## config.mk

```make
export PLATFORM = sky130hd
export DESIGN_NAME = assembly_token_scanner
export DESIGN_NICKNAME = d
export VERILOG_FILES = /design/src/sv/ats_pkg.sv /design/src/sv/ats_core.sv /design/src/sv/ats_obuf.sv /design/src/sv/assembly_token_scanner.sv
export SDC_FILE = /design/constraint.sdc
export NUM_CORES = 1
export LEC_CHECK = 0
export BUFFER_PORTS_ARGS = -buffer_cell sky130_fd_sc_hd__buf_2
export CAP_MARGIN = 20
export CORE_MARGIN = 2
export CORE_UTILIZATION = 50
export CTS_BUF_LIST = sky130_fd_sc_hd__clkbuf_4
export DETAILED_ROUTE_END_ITERATION = 10
export PLACE_DENSITY_LB_ADDON = 0.2
export SYNTH_ARGS = -nofsm -noshare
export SYNTH_HDL_FRONTEND = slang
export SYNTH_HIERARCHICAL = 1
export SYNTH_SLANG_ARGS = --single-unit
```

## constraint.sdc

```tcl
create_clock -name i_clk -period 12.5 [get_ports i_clk]
set_input_delay 0 -clock i_clk [delete_from_list [all_inputs] [get_ports i_clk]]
set_output_delay 0 -clock i_clk [all_outputs]
set_load 0.005 [all_outputs]
```

## src/sv/ats_pkg.sv

```systemverilog
`default_nettype none

package ats_pkg;

    typedef enum logic [3:0] {
        K_EOF     = 4'd0,
        K_NEWLINE = 4'd1,
        K_REG     = 4'd2,
        K_IDENT   = 4'd3,
        K_IMM     = 4'd4,
        K_DASH    = 4'd5,
        K_STRCHAR = 4'd6,
        K_STREND  = 4'd7,
        K_COMMA   = 4'd8,
        K_LBRACK  = 4'd9,
        K_RBRACK  = 4'd10,
        K_BANG    = 4'd11,
        K_COLON   = 4'd12,
        K_DOT     = 4'd13,
        K_PERCENT = 4'd14,
        K_ERROR   = 4'd15
    } t_kind;

    // One result beat as it leaves the block.
    typedef struct packed {
        t_kind              kind;
        logic [31:0]        text_start;
        logic [15:0]        text_length;
        logic signed [31:0] imm_value;
        logic [7:0]         str_char;
        logic               last;
    } t_res;

    localparam int MaxRes = 3;

    // All results caused by one source byte, oldest in entry 0.
    typedef struct packed {
        t_res [MaxRes-1:0] res;
        logic [1:0]        cnt;
    } t_batch;

endpackage

`default_nettype wire

```

## src/sv/ats_core.sv

```systemverilog
`default_nettype none

module ats_core (
    input  wire logic           i_clk,
    input  wire logic           i_rst_n,
    input  wire logic           i_fire,
    input  wire logic [7:0]     i_ch,
    output ats_pkg::t_batch     o_batch
);
    import ats_pkg::*;

    localparam logic [7:0] CH_NUL    = 8'h00;
    localparam logic [7:0] CH_TAB    = 8'h09;
    localparam logic [7:0] CH_LF     = 8'h0a;
    localparam logic [7:0] CH_SPACE  = 8'h20;
    localparam logic [7:0] CH_BANG   = 8'h21;
    localparam logic [7:0] CH_QUOTE  = 8'h22;
    localparam logic [7:0] CH_HASH   = 8'h23;
    localparam logic [7:0] CH_PCT    = 8'h25;
    localparam logic [7:0] CH_COMMA  = 8'h2c;
    localparam logic [7:0] CH_MINUS  = 8'h2d;
    localparam logic [7:0] CH_DOT    = 8'h2e;
    localparam logic [7:0] CH_SLASH  = 8'h2f;
    localparam logic [7:0] CH_0      = 8'h30;
    localparam logic [7:0] CH_9      = 8'h39;
    localparam logic [7:0] CH_COLON  = 8'h3a;
    localparam logic [7:0] CH_UA     = 8'h41;
    localparam logic [7:0] CH_UZ     = 8'h5a;
    localparam logic [7:0] CH_LBRACK = 8'h5b;
    localparam logic [7:0] CH_BSLASH = 8'h5c;
    localparam logic [7:0] CH_RBRACK = 8'h5d;
    localparam logic [7:0] CH_UNDER  = 8'h5f;
    localparam logic [7:0] CH_LA     = 8'h61;
    localparam logic [7:0] CH_LN     = 8'h6e;
    localparam logic [7:0] CH_LP     = 8'h70;
    localparam logic [7:0] CH_LR     = 8'h72;
    localparam logic [7:0] CH_LS     = 8'h73;
    localparam logic [7:0] CH_LT     = 8'h74;
    localparam logic [7:0] CH_LW     = 8'h77;
    localparam logic [7:0] CH_LX     = 8'h78;
    localparam logic [7:0] CH_LZ     = 8'h7a;
    localparam logic [15:0] LenMax   = 16'hffff;

    typedef enum logic [8:0] {
        S_IDLE    = 9'b000000001,
        S_SLASH   = 9'b000000010,
        S_COMMENT = 9'b000000100,
        S_IDENT   = 9'b000001000,
        S_HASH    = 9'b000010000,
        S_SIGN    = 9'b000100000,
        S_DIGITS  = 9'b001000000,
        S_STR     = 9'b010000000,
        S_STRESC  = 9'b100000000
    } t_mode;

    // Progress toward a register spelling.
    typedef enum logic [2:0] {
        RM_NONE   = 3'd0,
        RM_XW     = 3'd1,
        RM_NUMREG = 3'd2,
        RM_S      = 3'd3,
        RM_SP     = 3'd4,
        RM_XWZ    = 3'd5,
        RM_ZR     = 3'd6
    } t_rm;

    // What a byte does when it arrives between tokens.
    typedef struct packed {
        logic        nl;
        logic        emit;
        t_kind       kind;
        t_mode       mode;
        logic        pend;
        logic        ld_tok;
        t_rm         rm;
        logic        ld_imm;
        logic [31:0] acc;
        logic        neg;
    } t_idle;

    function automatic logic is_digit(input logic [7:0] c);
        return (c >= CH_0) && (c <= CH_9);
    endfunction

    function automatic logic is_alpha(input logic [7:0] c);
        return ((c >= CH_LA) && (c <= CH_LZ)) || ((c >= CH_UA) && (c <= CH_UZ))
            || (c == CH_UNDER);
    endfunction

    function automatic t_res mk(input t_kind k, input logic [31:0] start,
                                input logic [15:0] len, input logic [31:0] imm,
                                input logic [7:0] sc);
        t_res r;
        r.kind        = k;
        r.text_start  = start;
        r.text_length = len;
        r.imm_value   = imm;
        r.str_char    = sc;
        r.last        = 1'b0;
        return r;
    endfunction

    function automatic t_idle idle_step(input logic [7:0] c, input logic pend);
        t_idle r;
        logic  starts;
        r        = '0;
        r.kind   = K_ERROR;
        r.mode   = S_IDLE;
        r.rm     = RM_NONE;
        r.pend   = pend;
        starts   = !((c == CH_SPACE) || (c == CH_TAB) || (c == CH_LF) || (c == CH_NUL)
                     || (c == CH_SLASH));
        r.nl     = pend && starts;
        if (r.nl) begin
            r.pend = 1'b0;
        end
        if (c == CH_LF) begin
            r.pend = 1'b1;
        end else if (c == CH_NUL) begin
            r.pend = 1'b0;
            r.emit = 1'b1;
            r.kind = K_EOF;
        end else if (c == CH_SLASH) begin
            r.mode = S_SLASH;
        end else if (starts) begin
            if (is_alpha(c)) begin
                r.mode   = S_IDENT;
                r.ld_tok = 1'b1;
                r.rm     = ((c == CH_LX) || (c == CH_LW)) ? RM_XW
                         : ((c == CH_LS) ? RM_S : RM_NONE);
            end else if (is_digit(c)) begin
                r.mode   = S_DIGITS;
                r.ld_imm = 1'b1;
                r.acc    = {24'd0, c - CH_0};
            end else if (c == CH_MINUS) begin
                r.mode   = S_SIGN;
                r.ld_imm = 1'b1;
                r.neg    = 1'b1;
            end else if (c == CH_HASH) begin
                r.mode   = S_HASH;
                r.ld_imm = 1'b1;
            end else if (c == CH_QUOTE) begin
                r.mode   = S_STR;
            end else begin
                r.emit = 1'b1;
                case (c)
                    CH_COMMA:  r.kind = K_COMMA;
                    CH_LBRACK: r.kind = K_LBRACK;
                    CH_RBRACK: r.kind = K_RBRACK;
                    CH_BANG:   r.kind = K_BANG;
                    CH_COLON:  r.kind = K_COLON;
                    CH_DOT:    r.kind = K_DOT;
                    CH_PCT:    r.kind = K_PERCENT;
                    default:   r.kind = K_ERROR;
                endcase
            end
        end
        return r;
    endfunction

    t_mode       r_mode,   n_mode;
    logic        r_pend,   n_pend;
    logic [31:0] r_pos;
    logic [31:0] r_tstart, n_tstart;
    logic [15:0] r_tlen,   n_tlen;
    logic [31:0] r_acc,    n_acc;
    logic        r_neg,    n_neg;
    t_rm         r_rm,     n_rm;

    t_idle             id;
    logic              use_idle;
    logic [7:0]        dv;
    logic [31:0]       imm_out;
    logic              is_reg;
    t_res [MaxRes-1:0] res;
    logic [1:0]        cnt;
    t_rm               rm_step;

    assign dv      = i_ch - CH_0;
    assign imm_out = r_neg ? (32'd0 - r_acc) : r_acc;
    assign is_reg  = (r_rm == RM_NUMREG) || (r_rm == RM_SP) || (r_rm == RM_ZR);
    // A lone slash has already flushed the pending newline ahead of its error.
    assign id      = idle_step(i_ch, (r_mode == S_SLASH) ? 1'b0 : r_pend);

    always_comb begin
        case (r_rm)
            RM_XW:     rm_step = is_digit(i_ch) ? RM_NUMREG
                               : ((i_ch == CH_LZ) ? RM_XWZ : RM_NONE);
            RM_NUMREG: rm_step = RM_NUMREG;
            RM_S:      rm_step = (i_ch == CH_LP) ? RM_SP : RM_NONE;
            RM_XWZ:    rm_step = (i_ch == CH_LR) ? RM_ZR : RM_NONE;
            default:   rm_step = RM_NONE;
        endcase
    end

    always_comb begin
        n_mode   = r_mode;
        n_pend   = r_pend;
        n_tstart = r_tstart;
        n_tlen   = r_tlen;
        n_acc    = r_acc;
        n_neg    = r_neg;
        n_rm     = r_rm;
        res      = '0;
        cnt      = 2'd0;
        use_idle = 1'b0;

        case (r_mode)
            S_SLASH: begin
                if (i_ch == CH_SLASH) begin
                    n_mode = S_COMMENT;
                end else begin
                    if (r_pend) begin
                        res[cnt] = mk(K_NEWLINE, 32'd0, 16'd0, 32'd0, 8'd0);
                        cnt      = cnt + 2'd1;
                    end
                    res[cnt] = mk(K_ERROR, 32'd0, 16'd0, 32'd0, 8'd0);
                    cnt      = cnt + 2'd1;
                    use_idle = 1'b1;
                end
            end
            S_COMMENT: begin
                if (i_ch == CH_LF) begin
                    n_pend = 1'b1;
                    n_mode = S_IDLE;
                end else if (i_ch == CH_NUL) begin
                    n_pend   = 1'b0;
                    n_mode   = S_IDLE;
                    res[cnt] = mk(K_EOF, 32'd0, 16'd0, 32'd0, 8'd0);
                    cnt      = cnt + 2'd1;
                end
            end
            S_IDENT: begin
                if (is_alpha(i_ch) || is_digit(i_ch)) begin
                    n_rm = rm_step;
                    if (r_tlen != LenMax) begin
                        n_tlen = r_tlen + 16'd1;
                    end
                end else begin
                    res[cnt] = mk(is_reg ? K_REG : K_IDENT, r_tstart, r_tlen, 32'd0, 8'd0);
                    cnt      = cnt + 2'd1;
                    use_idle = 1'b1;
                end
            end
            S_HASH: begin
                if (i_ch == CH_MINUS) begin
                    n_mode = S_SIGN;
                    n_neg  = 1'b1;
                end else if (is_digit(i_ch)) begin
                    n_mode = S_DIGITS;
                    n_acc  = {24'd0, dv};
                end else begin
                    res[cnt] = mk(K_IMM, 32'd0, 16'd0, 32'd0, 8'd0);
                    cnt      = cnt + 2'd1;
                    use_idle = 1'b1;
                end
            end
            S_SIGN: begin
                if (is_digit(i_ch)) begin
                    n_mode = S_DIGITS;
                    n_acc  = {24'd0, dv};
                end else begin
                    res[cnt] = mk(K_DASH, 32'd0, 16'd0, 32'd0, 8'd0);
                    cnt      = cnt + 2'd1;
                    use_idle = 1'b1;
                end
            end
            S_DIGITS: begin
                if (is_digit(i_ch)) begin
                    n_acc = {r_acc[28:0], 3'b000} + {r_acc[30:0], 1'b0} + {24'd0, dv};
                end else begin
                    res[cnt] = mk(K_IMM, 32'd0, 16'd0, imm_out, 8'd0);
                    cnt      = cnt + 2'd1;
                    use_idle = 1'b1;
                end
            end
            S_STR: begin
                if (i_ch == CH_QUOTE) begin
                    n_mode   = S_IDLE;
                    res[cnt] = mk(K_STREND, 32'd0, 16'd0, 32'd0, 8'd0);
                    cnt      = cnt + 2'd1;
                end else if (i_ch == CH_BSLASH) begin
                    n_mode = S_STRESC;
                end else if (i_ch == CH_NUL) begin
                    n_mode   = S_IDLE;
                    res[cnt] = mk(K_ERROR, 32'd0, 16'd0, 32'd0, 8'd0);
                    cnt      = cnt + 2'd1;
                    res[cnt] = mk(K_EOF, 32'd0, 16'd0, 32'd0, 8'd0);
                    cnt      = cnt + 2'd1;
                end else begin
                    res[cnt] = mk(K_STRCHAR, 32'd0, 16'd0, 32'd0, i_ch);
                    cnt      = cnt + 2'd1;
                end
            end
            S_STRESC: begin
                if (i_ch == CH_NUL) begin
                    n_mode   = S_IDLE;
                    res[cnt] = mk(K_ERROR, 32'd0, 16'd0, 32'd0, 8'd0);
                    cnt      = cnt + 2'd1;
                    res[cnt] = mk(K_EOF, 32'd0, 16'd0, 32'd0, 8'd0);
                    cnt      = cnt + 2'd1;
                end else begin
                    n_mode   = S_STR;
                    res[cnt] = mk(K_STRCHAR, 32'd0, 16'd0, 32'd0,
                                  (i_ch == CH_LN) ? CH_LF
                                  : ((i_ch == CH_LT) ? CH_TAB : i_ch));
                    cnt      = cnt + 2'd1;
                end
            end
            default: begin
                use_idle = 1'b1;
            end
        endcase

        // The token closed by this byte goes out ahead of what the byte starts.
        if (use_idle) begin
            if (id.nl) begin
                res[cnt] = mk(K_NEWLINE, 32'd0, 16'd0, 32'd0, 8'd0);
                cnt      = cnt + 2'd1;
            end
            if (id.emit) begin
                res[cnt] = mk(id.kind, 32'd0, 16'd0, 32'd0, 8'd0);
                cnt      = cnt + 2'd1;
            end
            n_mode = id.mode;
            n_pend = id.pend;
            if (id.ld_tok) begin
                n_tstart = r_pos;
                n_tlen   = 16'd1;
                n_rm     = id.rm;
            end
            if (id.ld_imm) begin
                n_acc = id.acc;
                n_neg = id.neg;
            end
        end

        if (cnt != 2'd0) begin
            res[cnt - 2'd1].last = 1'b1;
        end
    end

    assign o_batch.res = res;
    assign o_batch.cnt = cnt;

    always_ff @(posedge i_clk) begin
        if (!i_rst_n) begin
            r_mode   <= S_IDLE;
            r_pend   <= 1'b0;
            r_pos    <= 32'd0;
            r_tstart <= 32'd0;
            r_tlen   <= 16'd0;
            r_acc    <= 32'd0;
            r_neg    <= 1'b0;
            r_rm     <= RM_NONE;
        end else if (i_fire) begin
            r_mode   <= n_mode;
            r_pend   <= n_pend;
            r_pos    <= r_pos + 32'd1;
            r_tstart <= n_tstart;
            r_tlen   <= n_tlen;
            r_acc    <= n_acc;
            r_neg    <= n_neg;
            r_rm     <= n_rm;
        end
    end

endmodule

`default_nettype wire

```

## src/sv/ats_obuf.sv

```systemverilog
`default_nettype none

module ats_obuf (
    input  wire logic            i_clk,
    input  wire logic            i_rst_n,
    input  wire logic            i_load,
    input  wire ats_pkg::t_batch i_batch,
    output logic                 o_can_load,
    output logic                 o_valid,
    input  wire logic            i_ready,
    output ats_pkg::t_res        o_item
);
    import ats_pkg::*;

    t_res [MaxRes-1:0] r_res;
    logic [1:0]        r_cnt;
    logic              pop;

    assign pop        = (r_cnt != 2'd0) && i_ready;
    // A new batch may enter once the last held beat is leaving.
    assign o_can_load = (r_cnt == 2'd0) || ((r_cnt == 2'd1) && pop);
    assign o_valid    = (r_cnt != 2'd0);
    assign o_item     = r_res[0];

    always_ff @(posedge i_clk) begin
        if (!i_rst_n) begin
            r_cnt <= 2'd0;
        end else if (i_load) begin
            r_cnt <= i_batch.cnt;
        end else if (pop) begin
            r_cnt <= r_cnt - 2'd1;
        end
    end

    always_ff @(posedge i_clk) begin
        if (i_load) begin
            r_res <= i_batch.res;
        end else if (pop) begin
            r_res[0] <= r_res[1];
            r_res[1] <= r_res[2];
        end
    end

    a_load_ok: assert property (@(posedge i_clk) disable iff (!i_rst_n)
        i_load |-> (o_can_load && (i_batch.cnt != 2'd0)))
        else $error("batch loaded while the buffer still holds beats");

    a_last_tail: assert property (@(posedge i_clk) disable iff (!i_rst_n)
        o_valid |-> (o_item.last == (r_cnt == 2'd1)))
        else $error("last flag does not mark the final beat of a batch");

    a_drain: assert property (@(posedge i_clk) disable iff (!i_rst_n)
        (pop && !i_load) |=> (r_cnt == $past(r_cnt) - 2'd1))
        else $error("buffer count did not drop by one on a drained beat");

endmodule

`default_nettype wire

```

## src/sv/assembly_token_scanner.sv

```systemverilog
// Streaming lexer for assembler text, one source byte per input beat.
// Input channel: i_valid / o_ready with the byte on i_ch; a zero byte ends
// the text and yields an EOF token, after which scanning starts afresh.
// Output channel: o_valid / i_ready, one token beat at a time; o_last marks
// the final beat caused by one source byte (a byte causes zero to three).
// Path: a taken byte waits in the input register, is scanned there, and
// its beats load into the output buffer, which offers the first of them.
// Throughput: one byte per cycle with i_ready high while each byte yields
// at most one beat; a byte with more beats holds the single output port
// until all have left, and the next byte with beats waits in the input
// register. Bytes that yield no beat pass even while the output stalls.
// Reset (synchronous, active low) empties both registers and puts the
// scanner between tokens with the byte offset at zero.
// When the receiver holds i_ready low, the current beat stays in place;
// once the input register holds a byte with beats too, o_ready drops.
`default_nettype none

module assembly_token_scanner (
    input  wire logic               i_clk,
    input  wire logic               i_rst_n,
    input  wire logic               i_valid,
    output logic                    o_ready,
    input  wire logic [7:0]         i_ch,
    output logic                    o_valid,
    input  wire logic               i_ready,
    output logic [3:0]              o_kind,
    output logic [31:0]             o_text_start,
    output logic [15:0]             o_text_length,
    output logic signed [31:0]      o_imm_value,
    output logic [7:0]              o_str_char,
    output logic                    o_last
);
    import ats_pkg::*;

    logic       r_in_valid;
    logic [7:0] r_in_ch;
    logic       adv;
    logic       can_load;
    t_batch     batch;
    t_res       item;

    assign adv     = r_in_valid && ((batch.cnt == 2'd0) || can_load);
    assign o_ready = !r_in_valid || adv;

    always_ff @(posedge i_clk) begin
        if (!i_rst_n) begin
            r_in_valid <= 1'b0;
        end else if (o_ready) begin
            r_in_valid <= i_valid;
        end
    end

    always_ff @(posedge i_clk) begin
        if (o_ready) begin
            r_in_ch <= i_ch;
        end
    end

    ats_core u_core (
        .i_clk   (i_clk),
        .i_rst_n (i_rst_n),
        .i_fire  (adv),
        .i_ch    (r_in_ch),
        .o_batch (batch)
    );

    ats_obuf u_obuf (
        .i_clk      (i_clk),
        .i_rst_n    (i_rst_n),
        .i_load     (adv && (batch.cnt != 2'd0)),
        .i_batch    (batch),
        .o_can_load (can_load),
        .o_valid    (o_valid),
        .i_ready    (i_ready),
        .o_item     (item)
    );

    assign o_kind        = item.kind;
    assign o_text_start  = item.text_start;
    assign o_text_length = item.text_length;
    assign o_imm_value   = item.imm_value;
    assign o_str_char    = item.str_char;
    assign o_last        = item.last;

endmodule

`default_nettype wire

```

# After elaboration in Yosys (flattened, before gate mapping)
# Cells that the tools add are included.
# op_classes
add_sub_neg	11
n_mul	0
n_div	0
magnitude_cmp	14
n_eq_ne	41
shifts	0
mux	135
bitwise	6
reduce_logical	41
# op_table
op	count
279-bit 2-to-1 mux	6
93-bit 2-to-1 mux	13
93-bit demux with 2-bit select	4
93-bit one-hot mux with 7 select lines	1
279-bit bitwise mux	2
186-bit 2-to-1 mux	2
276-bit AND	1
92-bit 2-to-1 mux	3
276-bit inverter	1
89-bit by 267-bit AND with 267-bit output	1
267-bit inverter	1
32-bit 2-to-1 mux	6
93-bit one-hot mux with 2 select lines	1
38-bit 2-to-1 mux	4
9-bit 2-to-1 mux	14
8-bit by 7-bit == test with 1-bit output (second input constant)	12
32-bit one-hot mux with 3 select lines	1
90-bit 2-to-1 mux	1
8-bit by 6-bit == test with 1-bit output (second input constant)	10
16-bit 2-to-1 mux	5
9-bit one-hot mux with 6 select lines	1
8-bit 2-to-1 mux	5
5-bit 2-to-1 mux	7
34-bit 2-to-1 mux	1
51 further kinds	145
# totals
regBits	416
latchBits	0
ramBits	0
romBits	0
inputBits	12
out_inout_bits	95
word_cells	277
n_memories	0

# Logic depth before layout (Yosys ltp)
# Gate-level depths: netlist of run 1.
# logic_depth
word_depth	21
depth_mapped	25
ltp_nobuf	22

# By module
# The synthesis of run 1 kept the hierarchy.
# modules_own_cells
mod	n_inst	cells_each	area_per_inst_um2	seq_area_each_um2
ats_obuf	1	598	11883.9	8418.1
ats_core	1	1459	11071.9	2522.4
assembly_token_scanner	1	17	312.8	260.2

# Worst setup path before layout of run 1
# OpenSTA, ideal clock, no wires.
# synth_timing
path_kind	register to register
start	register r_in_ch[4]
end	register u_obuf.r_res (netlist bit u_obuf/o_item[0]), enable pin
setup_time_ps	469
arrival_time_ps	10406
slack_ps	1626
path_stages_with_launch	21
path_buffers	4
synth_period_minus_slack_ps	10874
cell_sequence	edfxtp_1 -> inv_1 -> ha_1 -> clkbuf_1 -> nand3_1 -> or4_1 -> and2_1 -> o21ai_1 -> nand2_1 -> nor3_1 -> ha_1 -> a21oi_1 -> ha_1 -> a21oi_1 -> o22ai_1 -> o21ai_1 -> nor2_1 -> buf_6 -> buf_6 -> buf_6 -> or2_2
# synth_lines
item	line_no	rtl
start: declaration	assembly_token_scanner.sv:36	logic [7:0] r_in_ch;
start signal: assignment	assembly_token_scanner.sv:55	r_in_ch <= i_ch;
end signal: assignment	ats_obuf.sv:37	r_res <= i_batch.res;
end: declaration	ats_obuf.sv:15	t_res [MaxRes-1:0] r_res;

==> results of run 1 <==
==> layer usage <==
layer | routed length [um] | track usage
met4 | 1140 | 0.0828
met1 | 20400 | 0.246
met2 | 21900 | 0.318
met5 | 0 | 0
met3 | 2250 | 0.0384
==> stage by stage <==
step | worst slack [ns] | instances | util | hold slack, ns
global route | 4.50 | 2853 | 0.531 | 0.205
detailed placement | 5.04 | 2624 | 0.495 | 0.192
CTS | 5.08 | 2850 | 0.531 | 0.0757
finish | 5.03 | 2853 | 0.531 | 0.217
global placement | 5.46 | 2622 | 0.494 | 0.192
floorplan | 1.63 | 2249 | - | 0.0989
==> cell usage after synthesis, types with 16 or more instances <==
cell      instances
a21oi_1         100
a22o_1           25
and2_1           58
and3_1           28
buf_4           269
buf_6            17
clkbuf_1         55
dfxtp_1         129
edfxtp_1        287
ha_1             70
inv_1            45
mux2_2           87
mux2_4          100
nand2_1         154
nand3_1          36
nand4_1          19
nor2_1          140
nor2b_1          16
nor3_1           27
o21ai_0          53
xnor2_1          34
xor2_1           69
==> worst max-delay path, stage by stage (launching register included) <==
cell and delay, ns:
edfxtp_1 0.72, nor4_1 0.86, nand3_1 0.54, o211ai_1 0.29, a21boi_0 0.27, nand2_1 0.11
nor3_1 0.40, ha_1 0.32, a21oi_1 0.23, ha_1 0.18, a21oi_1 0.06, o22ai_1 0.38
o21ai_1 0.22, nor2_4 0.49, buf_4 0.79, buf_4 0.84, mux2_2 0.42
==> layout make-up <==
| class | count | area, um^2 |
|---|---|---|
| inverters | 47 | 176 |
| repair buffers | 148 | 913 |
| clock inverters | 30 | 140 |
| diodes | 2 | 5.00 |
| clock buffers | 174 | 1310 |
| well taps | 607 | 759 |
| flip-flops and latches | 416 | 11200 |
| fillers | 4131 | 21700 |
| multi-input cells | 1429 | 10100 |
==> worst min path at each step <==
stage	start	to	cells after the start
6_report	i_rst_n	u_core/r_mode[0]$_SDFFE_PN1P_	3
5_1_grt	i_rst_n	u_core/r_tlen[13]$_SDFFE_PN0P_	4
4_1_cts	i_rst_n	u_core/r_mode[0]$_SDFFE_PN1P_	3
3_5_place_dp	i_ch[4]	r_in_ch[4]$_DFFE_PP_	1
3_3_place_gp	i_ch[5]	r_in_ch[5]$_DFFE_PP_	1
2_1_floorplan	i_ch[0]	r_in_ch[0]$_DFFE_PP_	0
==> cell families (layout without fill, tap and decap cells) <==
group                    count (synthesis)  in the layout  synth area share
AND/OR/NAND/NOR                        549            549             0.117
buffers and inverters                  404            399             0.115
AO/OA/AOI/OAI                          333            333            0.0965
XOR/XNOR                               103            103            0.0388
flip-flops                             416            416             0.481
other                                    1            178          0.000161
multiplexers                           192            192             0.109
adder cells (fa/ha/maj)                 76             76            0.0428
==> registers in the layout, summed over array words and instances, names as in the netlist <==
| register | count |
|---|---|
| r_in_ch | 8 |
| r_in_valid | 1 |
| u_core/r_acc | 32 |
| u_core/r_mode | 9 |
| u_core/r_neg | 1 |
| u_core/r_pend | 1 |
| u_core/r_pos | 32 |
| u_core/r_rm | 3 |
| u_core/r_tlen | 16 |
| u_core/r_tstart | 32 |
| u_obuf/o_item | 93 |
| u_obuf/r_cnt | 2 |
| u_obuf/r_res | 186 |
==> report_power, final <==
group,leakage [nW],internal (mW),switching [mW]
Combinational,5.26,0.285,0.331
Clock,0.867,0.633,0.559
Sequential,3.74,1.77,0.0719
==> cells in the final DEF, fill, tap and decap left out, types with 45 or more instances in the layout <==
cell,instances
clkbuf_4,174
buf_2,107
edfxtp_1,287
mux2_4,100
nor2_1,138
nand2_1,154
ha_1,70
mux2_2,87
conb_1,176
dfxtp_1,129
o21ai_0,53
xor2_1,69
a21oi_1,100
inv_1,45
and2_1,58
==> timing repair <==
item                                    in CTS  in global routing
endpoints found under the hold margin       66                  0
gates resized for setup                      0                  0
endpoints found under the setup margin       0                  0
hold buffers                                22                  0
==> results.py, run 1 <==
metrics = {
    "run_status": {
        "outcome": "finished, final reports clean",
    },
    "timing": {
        "fmax_mhz": 134,
        "slew_headroom": 0.301,
        "fin_crit_ns": 7.47,
        "worst_slew_pin_slew_ns": 1.04,
        "hold_viol": 0,
        "finClkSkew_ns": 0.0871,
        "report.final.slew_viol_count": 0,
        "fin_crit_sh": 0.598,
        "setup_viol_count_final": 0,
        "rsz0062_at_grt": "false",
        "tns_ns": 0,
    },
    "power_and_ir_drop": {
        "total_power_mw": 3.65,
        "p_per_area_mw_per_mm2": 149,
        "peakVddDrop_mv": 0.122,
        "p_leak_nw": 9.87,
    },
    "worst_setup_path": {
        "rr_worst_depth": 16,
        "cp.required_ns": 13.07,
        "cp_max_fo": 63,
        "r2r_slack_ns": 5.03,
        "startpoint_type": "flip-flop",
        "worstSetupEndpoint": "u_obuf/o_item[61]$_DFFE_PP_",
        "r2r_start": "r_in_ch[1]$_DFFE_PP_",
        "arrival_ns": 8.04,
        "end_kind": "flip-flop",
        "cp-startpoint": "r_in_ch[1]$_DFFE_PP_",
        "rr_endpoint": "u_obuf/o_item[61]$_DFFE_PP_",
        "critPathKind": "reg -> reg",
    },
    "floorplan": {
        "core_mm2": 0.0463,
        "die_h_um": 220,
        "placementRows": 79,
        "start_util": 0.503,
        "io_pins": 107,
        "die_w_um": 220,
        "fp.dieArea_mm2": 0.0483,
    },
    "cts": {
        "cts_setup_buffers": 0,
        "cts_root_buffer": "clkbuf_4",
        "clk_latency_ns": 0.86,
        "htree_num_levels": 3,
        "cts_sinks": 416,
        "clk_path_buf_depth": 3,
        "clk_pin_slew_ns": 0.07,
        "cts_buffers": 110,
        "cts_tree": "built",
    },
    "detailed_routing": {
        "drtIter0Drc": 918,
        "vias_per_cell": 5.19,
        "firstDrtPassIters": 5,
        "drtAntennaViolNets": 0,
        "drc": 0,
        "vias": 14800,
        "drt_wl_total_um": 45700,
        "wl_per_cell_um": 16.0,
    },
    "yosys": {
        "ys_warn_count": 6,
        "synth_area_leader_cell": "edfxtp_1",
        "synth_edf_count": 287,
        "synth.top_cell.area_share": 0.370,
        "syn_area_per_cell_um2": 11.2,
        "seq_area_frac_synth": 0.481,
        "yosys-top-cells-area": "edfxtp_1, dfxtp_1, buf_4, mux2_4, mux2_2",
        "synthesis.area_mm2": 0.0233,
        "synth_cell_types": 82,
        "syn_inst": 2074,
        "async_reset_ff_frac": 0,
        "ys_seq_elements": 416,
        "synthFlopType": "edfxtp_1",
    },
    "job": {
        "maxCapViolations": 0,
    },
    "layout": {
        "layout.nets": 2240,
        "syn2layout_area_growth_pct": 5.58,
        "design_area_mm2": 0.0246,
        "drive_above_1_share": 0.233,
    },
    "global_route": {
        "grtUsageTotal": 0.192,
        "grt_antenna_before_repair": 1,
        "first_global_vias": 14700,
        "grt_pass1_wl_um": 74400,
        "grt_overflow_total": 0,
        "grt_max_degree": 80,
    },
    "placement": {
        "dp_hpwl_um": 30800,
        "place_area_mm2": 0.0229,
        "port_buffers": 106,
        "gp_congestion": 0.940,
    },
    "hold_path": {
        "hold_path_class": "in -> reg",
    },
}
(Power assumes the default switching activity.)
==> inputs of run 2 (changes only) <==
--- a/config.mk
+++ b/config.mk
@@ -5,6 +5,7 @@
 export SDC_FILE = /design/constraint.sdc
 export NUM_CORES = 1
 export LEC_CHECK = 0
+export ABC_AREA = 1
 export BUFFER_PORTS_ARGS = -buffer_cell sky130_fd_sc_hd__buf_2
 export CAP_MARGIN = 20
 export CORE_MARGIN = 2
==> constraint.sdc (replaced) <==
create_clock -name i_clk -period 7.8 [get_ports i_clk]
set_input_delay 0 -clock i_clk [delete_from_list [all_inputs] [get_ports i_clk]]
set_output_delay 0 -clock i_clk [all_outputs]
set_load 0.005 [all_outputs]
==> results.py, run 2 <==
metrics = {
    "run_status": {
        "outcome": "finished, final reports clean",
    },
    "timing": {
        "report.final.slew_viol_count": 0,
        "worst_slew_pin_slew_ns": 1.05,
        "tns_ns": 0,
        "hold_viol": 0,
        "slew_headroom": 0.301,
        "fin_crit_sh": 0.767,
        "fmax_mhz": 167,
        "rsz0062_at_grt": "false",
        "finClkSkew_ns": 0.0719,
        "whs_ns": 0.287,
        "fin_crit_ns": 5.98,
        "setup_viol_count_final": 0,
    },
    "global_route": {
        "grt_max_degree": 162,
        "grtUsageTotal": 0.232,
        "grt_overflow_total": 0,
        "grt_pass1_wl_um": 94000,
        "grt_antenna_before_repair": 2,
        "first_global_vias": 18000,
    },
    "power_and_ir_drop": {
        "p_seq_frac": 0.476,
        "p_int_mw": 4.66,
        "switchingPower_mw": 2.39,
        "p_leak_nw": 11.0,
        "p_comb_frac": 0.261,
        "p_per_area_mw_per_mm2": 275,
        "clkPwrFrac": 0.264,
        "swShare": 0.339,
        "peakVddDrop_mv": 0.189,
    },
    "floorplan": {
        "die_w_um": 225,
        "start_util": 0.508,
        "fp.dieArea_mm2": 0.0505,
        "placementRows": 80,
        "die_h_um": 225,
        "io_pins": 107,
        "core_mm2": 0.0479,
    },
    "yosys": {
        "seq_area_frac_synth": 0.460,
        "synth_top_family_by_area": "simple AND/OR/NAND/NOR gates",
        "synth_common_cells": "nand2_1, nor2_1, edfxtp_1",
        "synth_compound_area_frac": 0.0726,
        "yosys.cell_count.top_type": "nand2_1",
        "ys_warn_count": 6,
        "synth.top_cell.area_share": 0.354,
        "synth_edf_count": 287,
        "synthAdderAreaFrac": 0.0409,
        "async_reset_ff_frac": 0,
        "syn_area_per_cell_um2": 7.98,
        "synthMuxAreaShare": 0,
        "synth_xor_area_frac": 0.0198,
        "synthesis.area_mm2": 0.0243,
        "synth_cell_types": 56,
        "synth_area_leader_cell": "edfxtp_1",
        "synthSimpleGateAreaFrac": 0.269,
        "yosys-top-cells-area": "edfxtp_1, nand2_1, dfxtp_1, buf_4, nor2_1",
        "ys_seq_elements": 416,
        "synthFlopType": "edfxtp_1",
        "syn_inst": 3050,
    },
    "layout": {
        "syn2layout_area_growth_pct": 5.34,
        "mostFrequentLayoutCell": "nand2_1",
        "drive_above_1_share": 0.118,
        "layout.nets": 3201,
        "largest_register": "u_obuf/r_res",
        "fillers": 4660,
        "largest_register_ffs": 186,
        "final_cell_mix": "nand2_1, nor2_1, edfxtp_1",
    },
    "detailed_routing": {
        "vias_per_cell": 5.01,
        "drtIter0Drc": 1488,
        "drt_wl_total_um": 58300,
        "vias": 19200,
        "firstDrtPassIters": 6,
        "wl_per_cell_um": 15.2,
        "drc": 0,
        "drtAntennaViolNets": 0,
    },
    "cts": {
        "cts_setup_buffers": 0,
        "clk_pin_slew_ns": 0.07,
        "cts_sinks": 416,
        "cts_buffers": 108,
        "clk_latency_ns": 0.90,
        "cts_root_buffer": "clkbuf_4",
        "htree_num_levels": 3,
        "cts_tree": "built",
        "clk_path_buf_depth": 3,
    },
    "placement": {
        "gp_congestion": 0.923,
        "port_buffers": 106,
        "dp_hpwl_um": 41300,
    },
    "job": {
        "maxCapViolations": 0,
    },
    "hold_path": {
        "whs_endpoint": "u_core/r_pos[24]$_SDFFE_PN0P_",
        "hold_path_class": "in -> reg",
        "hold_depth": 5,
        "hold_start": "i_rst_n",
    },
    "worst_setup_path": {
        "arrival_ns": 6.56,
        "rr_endpoint": "u_obuf/o_item[60]$_DFFE_PP_",
        "critPathKind": "reg -> reg",
        "startpoint_type": "flip-flop",
        "cp.required_ns": 8.38,
        "end_kind": "flip-flop",
        "critPathBufInv": 8,
        "r2r_start": "r_in_ch[4]$_DFFE_PP_",
        "slowest_stage": "clkinvlp_4",
        "crit_path_frequent_cell": "nand2_1",
        "cpPeakStageDelay_ns": 0.81,
        "cp_max_fo": 49,
        "r2r_slack_ns": 1.82,
        "rr_worst_depth": 26,
        "cp_top_family": "buffers and inverters",
    },
}
## run 2: cell types whose count changed in the layout (fill, tap and decap cells not counted), sizes merged, moves of 18 or more
cell and delta:
and3 -23, nor2 +185, and2 -56, nand3 +91, a22o -25, nand4 +23
a21oi +41, mux2 -187, xor2 -38, o21ai +72, inv +170, nand2 +867
clkinv +18
## run 2: logic make-up (layout without fill, tap and decap cells)
| group | count (synthesis) | after routing |
|---|---|---|
| xor+xnor | 55 | 55 |
| fa+ha+maj | 76 | 76 |
| buf+inv | 593 | 572 |
| compound gates | 322 | 322 |
| simple gates | 1587 | 1587 |
| flops | 416 | 416 |
| other cells | 1 | 183 |
## run 2: what timing repair did
item	CTS	global route
hold buffers	23	0
endpoints found under the hold margin	118	0
gates resized for setup	0	0
## run 2: layout make-up
cell class                 count  area, um^2  area share
antenna                        7        17.5    0.000683
clock buffer                 158        1190      0.0462
clock inverter                43         203     0.00790
inverter                     225         858      0.0335
multi-input combinational   2216       10500       0.408
sequential                   416       11200       0.437
tap                          615         769      0.0300
timing repair buffer         146         938      0.0366
## run 2: per-layer routing
layer	part of all wire	routed length, um	track usage
met2	0.43	24900	0.341
met1	0.50	29100	0.347
met5	0	0	0
met3	0.053	3110	0.0400
met4	0.021	1230	0.0790
## run 2: stage by stage
stage	power, mW	area [um^2]	worst slack [ns]	std cells	utilization
finish	7.06	25600	1.82	3826	0.535
global route	7.53	25600	1.19	3826	0.535
CTS	7.14	25600	1.81	3819	0.535
detailed placement	5.23	24000	1.81	3595	0.501
global placement	5.20	24000	1.98	3595	0.501
floorplan	4.92	25000	0.283	3225	-
## run 2: power groups by stage
stage / sequential (mW) / combinational (mW) / clock, mW
finish: 3.36 / 1.84 / 1.86
global route: 3.41 / 2.08 / 2.04
CTS: 3.36 / 1.85 / 1.93
detailed placement: 3.40 / 1.83 / 0
global placement: 3.39 / 1.80 / 0
floorplan: 3.39 / 1.53 / 0
## run 2: worst reg2reg max path, cell delays in order (launching register included)
cell and delay, ns:
edfxtp_1 0.52, inv_1 0.24, ha_1 0.21, nand2_1 0.12, nor2_4 0.38, inv_2 0.18, nand2_1 0.15, nand2_1 0.06
nor2_1 0.10, nand2_1 0.06, inv_1 0.10, nand3_1 0.18, inv_1 0.16, ha_1 0.24, nand2_1 0.07, nand2_1 0.07
inv_1 0.11, ha_1 0.24, nand2_1 0.06, o21ai_0 0.10, a21o_1 0.20, inv_1 0.07, nand2_2 0.07, and3_4 0.31
a21oi_1 0.37, clkinvlp_4 0.81, buf_12 0.49
## run 2: worst max-delay path by stage
stage	startpoint	to	cells after the start
3_5_place_dp	r_in_ch[4]$_DFFE_PP_	u_obuf/r_res[147]$_DFFE_PP_	26
3_3_place_gp	r_in_ch[4]$_DFFE_PP_	u_obuf/r_res[146]$_DFFE_PP_	26
5_1_grt	r_in_ch[4]$_DFFE_PP_	u_core/r_pos[24]$_SDFFE_PN0P_	34
6_report	r_in_ch[4]$_DFFE_PP_	u_obuf/o_item[60]$_DFFE_PP_	26
2_1_floorplan	r_in_ch[4]$_DFFE_PP_	u_obuf/o_item[0]$_DFFE_PP_	26
4_1_cts	r_in_ch[4]$_DFFE_PP_	u_obuf/o_item[0]$_DFFE_PP_	26
